<file path="config.mk">
export PLATFORM = sky130hd
export DESIGN_NAME = double_ended_queue_flat
export DESIGN_NICKNAME = d
export VERILOG_FILES = /design/src/hdl/deq_pkg.sv /design/src/hdl/deq_if.sv /design/src/hdl/double_ended_queue.sv /design/src/hdl/deq_store.sv /design/src/flat_wrapper.sv
export SDC_FILE = /design/constraint.sdc
export NUM_CORES = 1
export LEC_CHECK = 0
export ABC_AREA = 1
export CAP_MARGIN = 25
export CORE_UTILIZATION = 45
export DETAILED_ROUTE_END_ITERATION = 10
export DONT_BUFFER_PORTS = 1
export HOLD_SLACK_MARGIN = 0.08
export MAX_ROUTING_LAYER = met4
export SLEW_MARGIN = 25
export SYNTH_ARGS = -nofsm -noshare
export SYNTH_HDL_FRONTEND = slang
export SYNTH_SLANG_ARGS = --single-unit
</file>
<file path="constraint.sdc">
create_clock -name clock -period 5.2 [get_ports clock]
set_clock_uncertainty 0.1 [all_clocks]
set_input_delay 0.52 -clock clock [delete_from_list [all_inputs] [get_ports clock]]
set_output_delay 0.52 -clock clock [all_outputs]
set_load 0.03 [all_outputs]
</file>
<file path="src/hdl/deq_pkg.sv">
// shared types and constants of the double-ended queue
package deq_pkg;

   localparam int WORD_W = 32;

   // item commands
   typedef enum logic [1:0] {
      CMD_PUSH_FRONT = 2'd0,
      CMD_PUSH_REAR  = 2'd1,
      CMD_POP_FRONT  = 2'd2,
      CMD_POP_REAR   = 2'd3
   } deq_cmd_type;

   // result status codes
   typedef enum logic [1:0] {
      STS_OK        = 2'd0,
      STS_OVERFLOW  = 2'd1,
      STS_UNDERFLOW = 2'd2
   } deq_status_type;

   // control sequencer
   typedef enum logic {
      ST_IDLE = 1'b0,
      ST_READ = 1'b1
   } deq_state_type;

   typedef logic signed [WORD_W-1:0] deq_word_type;

endpackage

</file>
<file path="src/hdl/deq_if.sv">
// request and response channel interfaces of the double-ended queue

interface deq_req_if
   import deq_pkg::*;
();
   logic         valid;
   logic         ready;
   deq_cmd_type  command;
   deq_word_type value;

   modport source (output valid, output command, output value, input ready);
   modport sink (input valid, input command, input value, output ready);
endinterface

interface deq_rsp_if
   import deq_pkg::*;
();
   logic           valid;
   logic           ready;
   deq_word_type   popped_value;
   deq_status_type status;
   logic           is_empty;
   logic           is_full;

   modport source (output valid, output popped_value, output status, output is_empty,
                   output is_full, input ready);
   modport sink (input valid, input popped_value, input status, input is_empty,
                 input is_full, output ready);
endinterface

</file>
<file path="src/hdl/double_ended_queue.sv">
// double-ended queue over a circular buffer, top level
//
// Items carry a command (push front, push rear, pop front, pop rear) and a
// word; each item gives exactly one result with the popped word, a status and
// the empty and full flags after the operation. A push or any failed command
// goes straight to the result register; a successful pop first passes the read
// state, as the entry comes from a single-port-read memory with registered read
// data. The result register frees the input side: a new item is taken while
// the previous result is being handed over. Pushing onto a full queue reports
// overflow and popping an empty queue reports underflow; neither changes state.
module double_ended_queue
   import deq_pkg::*;
#(
   parameter int DEPTH = 16
) (
   input  logic      clock,
   input  logic      reset,
   deq_req_if.sink   req_if,
   deq_rsp_if.source rsp_if
);

   localparam int IDX_W = $clog2(DEPTH);
   localparam logic [IDX_W-1:0] IDX_LAST = IDX_W'(DEPTH - 1);
   localparam logic [IDX_W-1:0] IDX_ZERO = '0;

   function automatic logic [IDX_W-1:0] idx_inc(input logic [IDX_W-1:0] i);
      return (i == IDX_LAST) ? IDX_ZERO : i + 1'b1;
   endfunction

   function automatic logic [IDX_W-1:0] idx_dec(input logic [IDX_W-1:0] i);
      return (i == IDX_ZERO) ? IDX_LAST : i - 1'b1;
   endfunction

   deq_state_type  state_ff, state_in;
   logic [IDX_W-1:0] head_ff, head_in;
   logic [IDX_W-1:0] tail_ff, tail_in;
   logic           empty_ff, empty_in;

   logic           rsp_valid_ff, rsp_valid_in;
   deq_word_type   rsp_data_ff, rsp_data_in;
   deq_status_type rsp_status_ff, rsp_status_in;
   logic           rsp_empty_ff, rsp_empty_in;
   logic           rsp_full_ff, rsp_full_in;

   logic             accept;
   logic             full;
   logic             is_push;
   logic             wr_en;
   logic [IDX_W-1:0] wr_addr;
   logic             rd_en;
   logic [IDX_W-1:0] rd_addr;
   deq_word_type     rd_data;

   // storage
   deq_store #(
      .DEPTH (DEPTH),
      .IDX_W (IDX_W)
   ) u_store (
      .clock   (clock),
      .wr_en   (wr_en),
      .wr_addr (wr_addr),
      .wr_data (req_if.value),
      .rd_en   (rd_en),
      .rd_addr (rd_addr),
      .rd_data (rd_data)
   );

   // handshake
   assign full    = !empty_ff && (idx_inc(tail_ff) == head_ff);
   assign is_push = (req_if.command == CMD_PUSH_FRONT) || (req_if.command == CMD_PUSH_REAR);
   assign accept  = req_if.valid && req_if.ready;
   assign req_if.ready = (state_ff == ST_IDLE) && (!rsp_valid_ff || rsp_if.ready);

   // command decode, index update and result staging
   always_comb begin
      state_in      = state_ff;
      head_in       = head_ff;
      tail_in       = tail_ff;
      empty_in      = empty_ff;
      rsp_valid_in  = rsp_valid_ff && !rsp_if.ready;
      rsp_data_in   = rsp_data_ff;
      rsp_status_in = rsp_status_ff;
      rsp_empty_in  = rsp_empty_ff;
      rsp_full_in   = rsp_full_ff;
      wr_en         = 1'b0;
      wr_addr       = IDX_ZERO;
      rd_en         = 1'b0;
      rd_addr       = head_ff;

      unique case (state_ff)
         ST_IDLE: begin
            if (accept) begin
               rsp_status_in = STS_OK;
               rsp_data_in   = '0;
               rsp_valid_in  = 1'b1;
               if (is_push) begin
                  if (full) begin
                     rsp_status_in = STS_OVERFLOW;
                  end else if (empty_ff) begin
                     head_in  = IDX_ZERO;
                     tail_in  = IDX_ZERO;
                     empty_in = 1'b0;
                     wr_en    = 1'b1;
                     wr_addr  = IDX_ZERO;
                  end else if (req_if.command == CMD_PUSH_FRONT) begin
                     head_in = idx_dec(head_ff);
                     wr_en   = 1'b1;
                     wr_addr = idx_dec(head_ff);
                  end else begin
                     tail_in = idx_inc(tail_ff);
                     wr_en   = 1'b1;
                     wr_addr = idx_inc(tail_ff);
                  end
               end else begin
                  if (empty_ff) begin
                     rsp_status_in = STS_UNDERFLOW;
                  end else begin
                     // word arrives from memory next cycle
                     rd_en        = 1'b1;
                     rd_addr      = (req_if.command == CMD_POP_FRONT) ? head_ff : tail_ff;
                     rsp_valid_in = 1'b0;
                     state_in     = ST_READ;
                     if (head_ff == tail_ff) begin
                        head_in  = IDX_ZERO;
                        tail_in  = IDX_ZERO;
                        empty_in = 1'b1;
                     end else if (req_if.command == CMD_POP_FRONT) begin
                        head_in = idx_inc(head_ff);
                     end else begin
                        tail_in = idx_dec(tail_ff);
                     end
                  end
               end
               rsp_empty_in = empty_in;
               rsp_full_in  = !empty_in && (idx_inc(tail_in) == head_in);
            end
         end
         ST_READ: begin
            rsp_data_in  = rd_data;
            rsp_valid_in = 1'b1;
            state_in     = ST_IDLE;
         end
         default: begin
            state_in = ST_IDLE;
         end
      endcase
   end

   // control registers
   always_ff @(posedge clock) begin
      if (reset) begin
         state_ff     <= ST_IDLE;
         head_ff      <= IDX_ZERO;
         tail_ff      <= IDX_ZERO;
         empty_ff     <= 1'b1;
         rsp_valid_ff <= 1'b0;
      end else begin
         state_ff     <= state_in;
         head_ff      <= head_in;
         tail_ff      <= tail_in;
         empty_ff     <= empty_in;
         rsp_valid_ff <= rsp_valid_in;
      end
   end

   // result payload
   always_ff @(posedge clock) begin
      rsp_data_ff   <= rsp_data_in;
      rsp_status_ff <= rsp_status_in;
      rsp_empty_ff  <= rsp_empty_in;
      rsp_full_ff   <= rsp_full_in;
   end

   assign rsp_if.valid        = rsp_valid_ff;
   assign rsp_if.popped_value = rsp_data_ff;
   assign rsp_if.status       = rsp_status_ff;
   assign rsp_if.is_empty     = rsp_empty_ff;
   assign rsp_if.is_full      = rsp_full_ff;

`ifndef SYNTHESIS
   // a pop from a non-empty queue waits for the memory read
   a_pop_reads: assert property (@(posedge clock) disable iff (reset)
      accept && !is_push && !empty_ff |=> state_ff == ST_READ)
      else $error("pop did not enter memory read");

   // no result is shown while its word is still in flight
   a_read_no_valid: assert property (@(posedge clock) disable iff (reset)
      state_ff == ST_READ |-> !rsp_valid_ff)
      else $error("result valid during memory read");

   // an empty queue keeps both indices at zero
   a_empty_idx: assert property (@(posedge clock) disable iff (reset)
      empty_ff |-> (head_ff == IDX_ZERO) && (tail_ff == IDX_ZERO))
      else $error("empty queue with nonzero index");

   // failed commands return a zero word
   a_err_zero: assert property (@(posedge clock) disable iff (reset)
      rsp_valid_ff && (rsp_status_ff != STS_OK) |-> rsp_data_ff == '0)
      else $error("error result with nonzero word");

   // a memory write and read never share a cycle
   a_no_rw: assert property (@(posedge clock) disable iff (reset)
      !(wr_en && rd_en))
      else $error("simultaneous memory read and write");
`endif

endmodule

</file>
<file path="src/hdl/deq_store.sv">
// entry storage: one write port, one read port with registered read data
module deq_store
   import deq_pkg::*;
#(
   parameter int DEPTH = 16,
   parameter int IDX_W = $clog2(DEPTH)
) (
   input  logic             clock,
   input  logic             wr_en,
   input  logic [IDX_W-1:0] wr_addr,
   input  deq_word_type     wr_data,
   input  logic             rd_en,
   input  logic [IDX_W-1:0] rd_addr,
   output deq_word_type     rd_data
);

   deq_word_type mem [DEPTH];
   deq_word_type rd_data_ff;

   // write port
   always_ff @(posedge clock) begin
      if (wr_en) begin
         mem[wr_addr] <= wr_data;
      end
   end

   // read port
   always_ff @(posedge clock) begin
      if (rd_en) begin
         rd_data_ff <= mem[rd_addr];
      end
   end

   assign rd_data = rd_data_ff;

endmodule
</file>
<file path="src/flat_wrapper.sv">
// flat-port wrapper written by rule: the top's interface ports become plain ports
module double_ended_queue_flat import deq_pkg::*;
#(
   parameter int DEPTH = 16
)
  (clock, reset, req_if_valid, req_if_command, req_if_value, req_if_ready, rsp_if_valid, rsp_if_popped_value, rsp_if_status, rsp_if_is_empty, rsp_if_is_full, rsp_if_ready);
  deq_req_if req_if_i ();
  deq_rsp_if rsp_if_i ();
  input  logic clock;
  input  logic reset;
  input wire logic [$bits(req_if_i.valid)-1:0] req_if_valid;
  input wire logic [$bits(req_if_i.command)-1:0] req_if_command;
  input wire logic [$bits(req_if_i.value)-1:0] req_if_value;
  output wire logic [$bits(req_if_i.ready)-1:0] req_if_ready;
  output wire logic [$bits(rsp_if_i.valid)-1:0] rsp_if_valid;
  output wire logic [$bits(rsp_if_i.popped_value)-1:0] rsp_if_popped_value;
  output wire logic [$bits(rsp_if_i.status)-1:0] rsp_if_status;
  output wire logic [$bits(rsp_if_i.is_empty)-1:0] rsp_if_is_empty;
  output wire logic [$bits(rsp_if_i.is_full)-1:0] rsp_if_is_full;
  input wire logic [$bits(rsp_if_i.ready)-1:0] rsp_if_ready;
  assign req_if_i.valid = req_if_valid;
  assign req_if_i.command = req_if_command;
  assign req_if_i.value = req_if_value;
  assign req_if_ready = req_if_i.ready;
  assign rsp_if_valid = rsp_if_i.valid;
  assign rsp_if_popped_value = rsp_if_i.popped_value;
  assign rsp_if_status = rsp_if_i.status;
  assign rsp_if_is_empty = rsp_if_i.is_empty;
  assign rsp_if_is_full = rsp_if_i.is_full;
  assign rsp_if_i.ready = rsp_if_ready;
  double_ended_queue #(.DEPTH(DEPTH)) u_core (.clock(clock), .reset(reset), .req_if(req_if_i), .rsp_if(rsp_if_i));
endmodule
</file>
---- After elaboration in Yosys (flattened, before gate mapping) ----
Memory sizes are Yosys's and may differ from the RTL's. A register that Yosys moved wholly into a read port is not among the register bits.
Index checks and enable logic that the tools add are counted.
word-level totals
  flip-flop bits (word level) ............. 47
  RAM bits ................................ 512
  output and inout bits ................... 38
  logic and storage cells ................. 100
  memories ................................ 1
cells by class
  add/subtract/negate cells ............... 5
  eq/ne operators ......................... 9
  muxes and demuxes ....................... 60
  bitwise gates (word level) .............. 1
  reductions and logical operators ........ 15
memories
  memory              depth  bits a word  read ports  clocked after memory_dff  wr ports  line             source
  u_core.u_store.mem  16     32           1           1                         1         deq_store.sv:17  deq_word_type mem [DEPTH];
operator list
  operator                                               number
  2-to-1 mux 4 bit                                       34
  case mux 32 bit (2 select lines)                       1
  2-to-1 mux 32 bit                                      1
  2-to-1 mux 1 bit                                       20
  adder 4 x 1 -> 4 bit, second input constant            3
  == test 4 bit                                          3
  == test 4 bit, second input constant                   3
  logical NOT 4 bit                                      2
  subtractor 4 x 1 -> 4 bit, second input constant       2
  logical AND 1 bit                                      5
  logical NOT 1 bit                                      4
  2-to-1 mux 2 bit                                       2
  case mux 1 bit (2 select lines)                        2
  == test 2 x 1 -> 1 bit, second input constant          1
  == test 2 bit, second input constant                   1
  logical NOT 2 bit                                      1
  logical OR 1 bit                                       2
  inequality test 2 x 1 -> 1 bit, second input constant  1
  AND reduction 2 bit                                    1
  NOT 1 bit                                              1

---- Depth between registers and ports, before layout ----
  word-level depth ........................ 12
  gate-level depth with buffers ........... 22

---- Modules after synthesis ----
Synthesis repeated with hierarchy kept, for this count alone.
unflattened totals
  cells, all modules ...................... 2,494
  area, all modules ....................... 25,976.2 sq um
modules (own cells, without submodules)
  module              times used  cells an instance  area an instance (sq um)  seq. area each (sq um)
  deq_store           1           2,120              23,050.9                  16,335.7
  double_ended_queue  1           374                2,925.3                   1,301.2

---- Worst setup path after synthesis ----
No wires, ideal clock.
  path type ............................... reg2reg
  start ................................... reg u_core.tail_ff[0]
  end ..................................... mem u_core.u_store.mem[0][0] (netlist bit) (enable)
  setup time .............................. 0.501 ns
  data arrival time ....................... 4.937 ns
  required time ........................... 4.599 ns
  slack ................................... -0.339 ns
  stages on the path, launching flop included .. 15
  path buffers ............................ 1
  cell sequence ........................... dfxtp_1 > buf_2 > inv_1 > ha_1 > inv_1 > nor2_1 > nor2_1 > nand3_1 > nor2_2 > nand2_2 > nand2_1 > nor2_1 > nand4_1 > nand2_1 > nor4_1
on the way
  cells in the longest elaborated chain, start to end .. 10
  elaborated cells on any way between the ends .. 17
RTL lines
  what                                                          line                       source
  start, declared                                               double_ended_queue.sv:36   logic [IDX_W-1:0] tail_ff, tail_in;
  start signal, assigned                                        double_ended_queue.sv:160  tail_ff <= tail_in;
  adder 4 x 1 -> 4 bit / == test 4 bit (equally long branches)  double_ended_queue.sv:27   return (i == IDX_LAST) ? IDX_ZERO : i + 1'b1;
  2-to-1 mux 4 bit *                                            double_ended_queue.sv:27
  == test 4 bit                                                 double_ended_queue.sv:69   assign full = !empty_ff && (idx_inc(tail_ff) == head_ff);
  logical AND 1 bit                                             double_ended_queue.sv:69
  2-to-1 mux 1 bit                                              double_ended_queue.sv:97   if (full) begin
  2-to-1 mux 1 bit                                              double_ended_queue.sv:96   if (is_push) begin
  2-to-1 mux 1 bit                                              double_ended_queue.sv:92   if (accept) begin
  2-to-1 mux 1 bit                                              double_ended_queue.sv:90   unique case (state_ff)
  2-to-1 mux 1 bit                                              deq_store.sv:22            if (wr_en) begin
  2-to-1 mux 1 bit (not written as such)                        deq_store.sv:23            mem[wr_addr] <= wr_data;
  end, declared                                                 deq_store.sv:17
Every way passes the cells marked *; elsewhere a longest branch is shown, timed or not.

---- Worst setup path after layout ----
  start ................................... reg u_core.tail_ff[1]
  end ..................................... mem u_core.u_store.mem[5][6] (netlist bit) (enable)
The elaborated chain is that of the path after synthesis.

==> metrics <==
fmax 0.246 GHz; post-synth net total 1934; grt ovf 0; Sw Pwr 2.58 mW; top post-synthesis cells by area edfxtp_1, o21ai_0, nand2_1, nor2_1, o221ai_1; Die Area 0.0540 mm2; Die W approximately 230 um; Hold Crit Start req_if_valid; root buf cell clkbuf_16; row count 84; Final Slew Violations 0; maximum VDD drop 0.000313 V; Critical Path Start Type flop; Clock Latency Late Sink 610 ps; CP Cell Sequence inv_1 -> ha_1 -> inv_1 -> nand2_1 -> nand2_1 -> nor2_1 -> nand3_1 -> nor2_2 -> nand2_2 -> nand2_1 -> nor2_1 -> nand4_1 -> inv_1 -> nand2_1 -> nor2_4 -> buf_4; # clock sinks between 500 and 600; post-synthesis average cell area approximately 13 um2; Post-CTS Resized 0; ANT nets after route 0; first drt pass iteration count 5; R2R Setup Slk roughly 1100 ps; EDFF count, synth 580; total number of H-tree levels 2; Worst EP arrival 4270 ps; area delta synth->final 13.1%; hold path cells 2; critical path's largest stage delay 800 ps; core area 0.0526 mm2; Synth async-reset ratio 0; Final Util 0.514; DRC Markers 0; Crit-path slowest cell nor2_4; Worst R2R Path Depth 16; leakage power 9.39 nW; Worst Path Required 5400 ps; Fin. Hold Viols 0; RD Place Congestion roughly 0.90; FF+latch count, synth a little under 600; post-detail-place hpwl 36.3 mm; Worst Hold Class in -> reg; maxcap violations 0; initial antenna violation count 2; ys flop type edfxtp_1; via/cell ratio 5.76; post-synth cell types 37; part of the power in registers 0.514; pin count of the biggest net entering global routing 103; Slew @ Worst Pin 1030 ps; RSZ-0062 raised after global routing no; Longest Clk Path Bufs 3; FF-to-FF Start u_core.tail_ff[1]; internal power about 8 mW; Setup Viol. Count Final 0; Crit path depth 16; number of global-route vias before repair 14.7k; Buf/Inv on CP 4; via count roughly 15k; Cell Area, Synth between 0.02 and 0.025 mm2; placed cell count 2503; layout cells sized above 1 0.0847; Pwr Density around 390 mW/mm2; Starting Density 0.455; Reg-to-Reg End u_core.u_store.mem[5][6]; total power 10.5 mW; Non-Filler Instances 2651; Worst Path Max Fanout 21; Die H 232 um; post-detailed-route wirelength per cell about 24 um; critical path's top delay family simple AND/OR/NAND/NOR gates; post-synth top area share 0.729; Port-buffer cells 0; minimum clock period 4070 ps; status finished, final reports clean; Crit. End Element flop; sw frac 0.246; post-synth top area cell edfxtp_1; Seq/Total Area, Yosys 0.738; drt total wl 63.0 mm; Worst Hold Path EP u_core.empty_ff; setup_tns 0 ps; Placement Cell Area 0.0248 mm2; Final nets 1955; CTS tree yes; TritonCTS buffer count 59; Rel. slew slack 0.314; cell area after layout between 0.02 and 0.03 mm2; Yosys warnings 0; Post-Synthesis Cells 1891; global-route wire length before repair just over 90 mm; I/O pin total 76; 1st-iter DRT viols 1737; Tcrit/Tclk final 0.783; Filler cells 4494; critical path type reg -> reg; Gate power share 0.093; clock power share 0.393; clk slew on worst S/H paths 60 ps; critical path's most frequent cell nand2_1; GR Util All Layers 0.240
worst max path at each step:
stage / from / end / slack (ps)
2_1_floorplan: u_core.tail_ff[0] / u_core.u_store.mem[0][0] / 960
3_3_place_gp: u_core.tail_ff[0] / u_core.u_store.mem[13][10] / 1120
3_5_place_dp: u_core.tail_ff[1] / u_core.u_store.mem[5][6] / 1130
4_1_cts: u_core.tail_ff[1] / u_core.u_store.mem[5][7] / 1110
5_1_grt: u_core.tail_ff[1] / u_core.u_store.mem[5][6] / 840
6_report: u_core.tail_ff[1] / u_core.u_store.mem[5][6] / 1130
placed cells by master (no fill, tap or decap), drive strengths merged, types with 2 or more instances in the layout:
cell and count:
edfxtp 580, o21ai 288, nand2 275, nor2 273
inv 85, nand3 70, clkbuf 70, o221ai 65
buf 44, o211ai 43, dlygate4sd3 36, clkinv 31
o21bai 27, a21oi 18, dfxtp 11, nand4 8
xor2 7, or2 5, ha 5, bufinv 5
diode 3, nor3 3, clkinvlp 3, a211oi 2
nor4 2
cell families after synthesis:
group                    count (synthesis)  share of synthesized area
buffers and inverters                  205                     0.0375
AO/OA/AOI/OAI                          446                      0.112
adder cells (fa/ha/maj)                  5                    0.00262
flip-flops                             591                      0.738
AND/OR/NAND/NOR                        637                      0.107
XOR/XNOR                                 7                    0.00256
routing by layer:
layer,vias to the layer above,GRT usage,share of wire
met3,90,0.0456,0.073
met4,0,0.0705,0.024
met1,7648,0.328,0.44
met2,603,0.367,0.46
met5,-,-,0
li1,6930,-,-
area by class of cell:
class                           instances  area (um2)  share of cell area
Antenna cell                            3        7.51            0.000278
Clock buffer                           70        1520              0.0562
Clock inverter                         39         335              0.0124
Inverter                               85         325              0.0120
Multi-Input combinational cell       1095        5540               0.205
Sequential cell                       591       17600               0.653
Tap cell                              688         861              0.0319
Timing Repair Buffer                   80         803              0.0297
power by group through the flow:
| stage | logic [mW] | clock network, mW | registers [mW] |
|---|---|---|---|
| 6_report | 0.975 | 4.12 | 5.39 |
| 5_1_grt | 1.07 | 4.35 | 5.40 |
| 4_1_cts | 0.973 | 4.18 | 5.39 |
| 3_5_place_dp | 0.879 | 0 | 5.50 |
| 3_3_place_gp | 0.877 | 0 | 5.49 |
| 2_1_floorplan | 0.598 | 0 | 5.47 |
registers in the layout, indices dropped and copies added (netlist names), 2 cells and up:
name and flops:
u_core.head_ff 4, u_core.rsp_if.popped_value 32, u_core.rsp_if.status 2, u_core.tail_ff 4
u_core.u_store.mem 512, u_core.u_store.rd_data 32
cells in the mapped netlist, types with 2 or more instances:
master / count
edfxtp_1: 580
nor2_4: 2
buf_6: 3
nand3_1: 70
clkinv_1: 2
o21bai_1: 27
ha_1: 5
nor4_1: 2
o21ai_0: 231
inv_1: 79
nor2_1: 270
or2_2: 5
dfxtp_1: 11
nand2_2: 3
o21ai_1: 55
o21ai_2: 2
a211oi_1: 2
o221ai_1: 65
nor3_1: 3
clkbuf_1: 67
clkbuf_2: 2
buf_2: 30
nand2_1: 270
nand2_4: 2
xor2_1: 7
o211ai_1: 43
nand4_1: 8
a21oi_1: 17
buf_4: 17
inv_2: 4
per-stage QoR:
stage	hold WS [ps]	setup WS (ps)
CTS	91.9	1110
finish	125	1130
detailed placement	389	1130
global placement	386	1120
floorplan	381	962
global route	136	841
repair_timing:
action,in CTS,in global routing
setup buffers,0,0
endpoints found under the hold margin,524,0
hold buffers,36,0
Power figures use the tool's default switching activity.
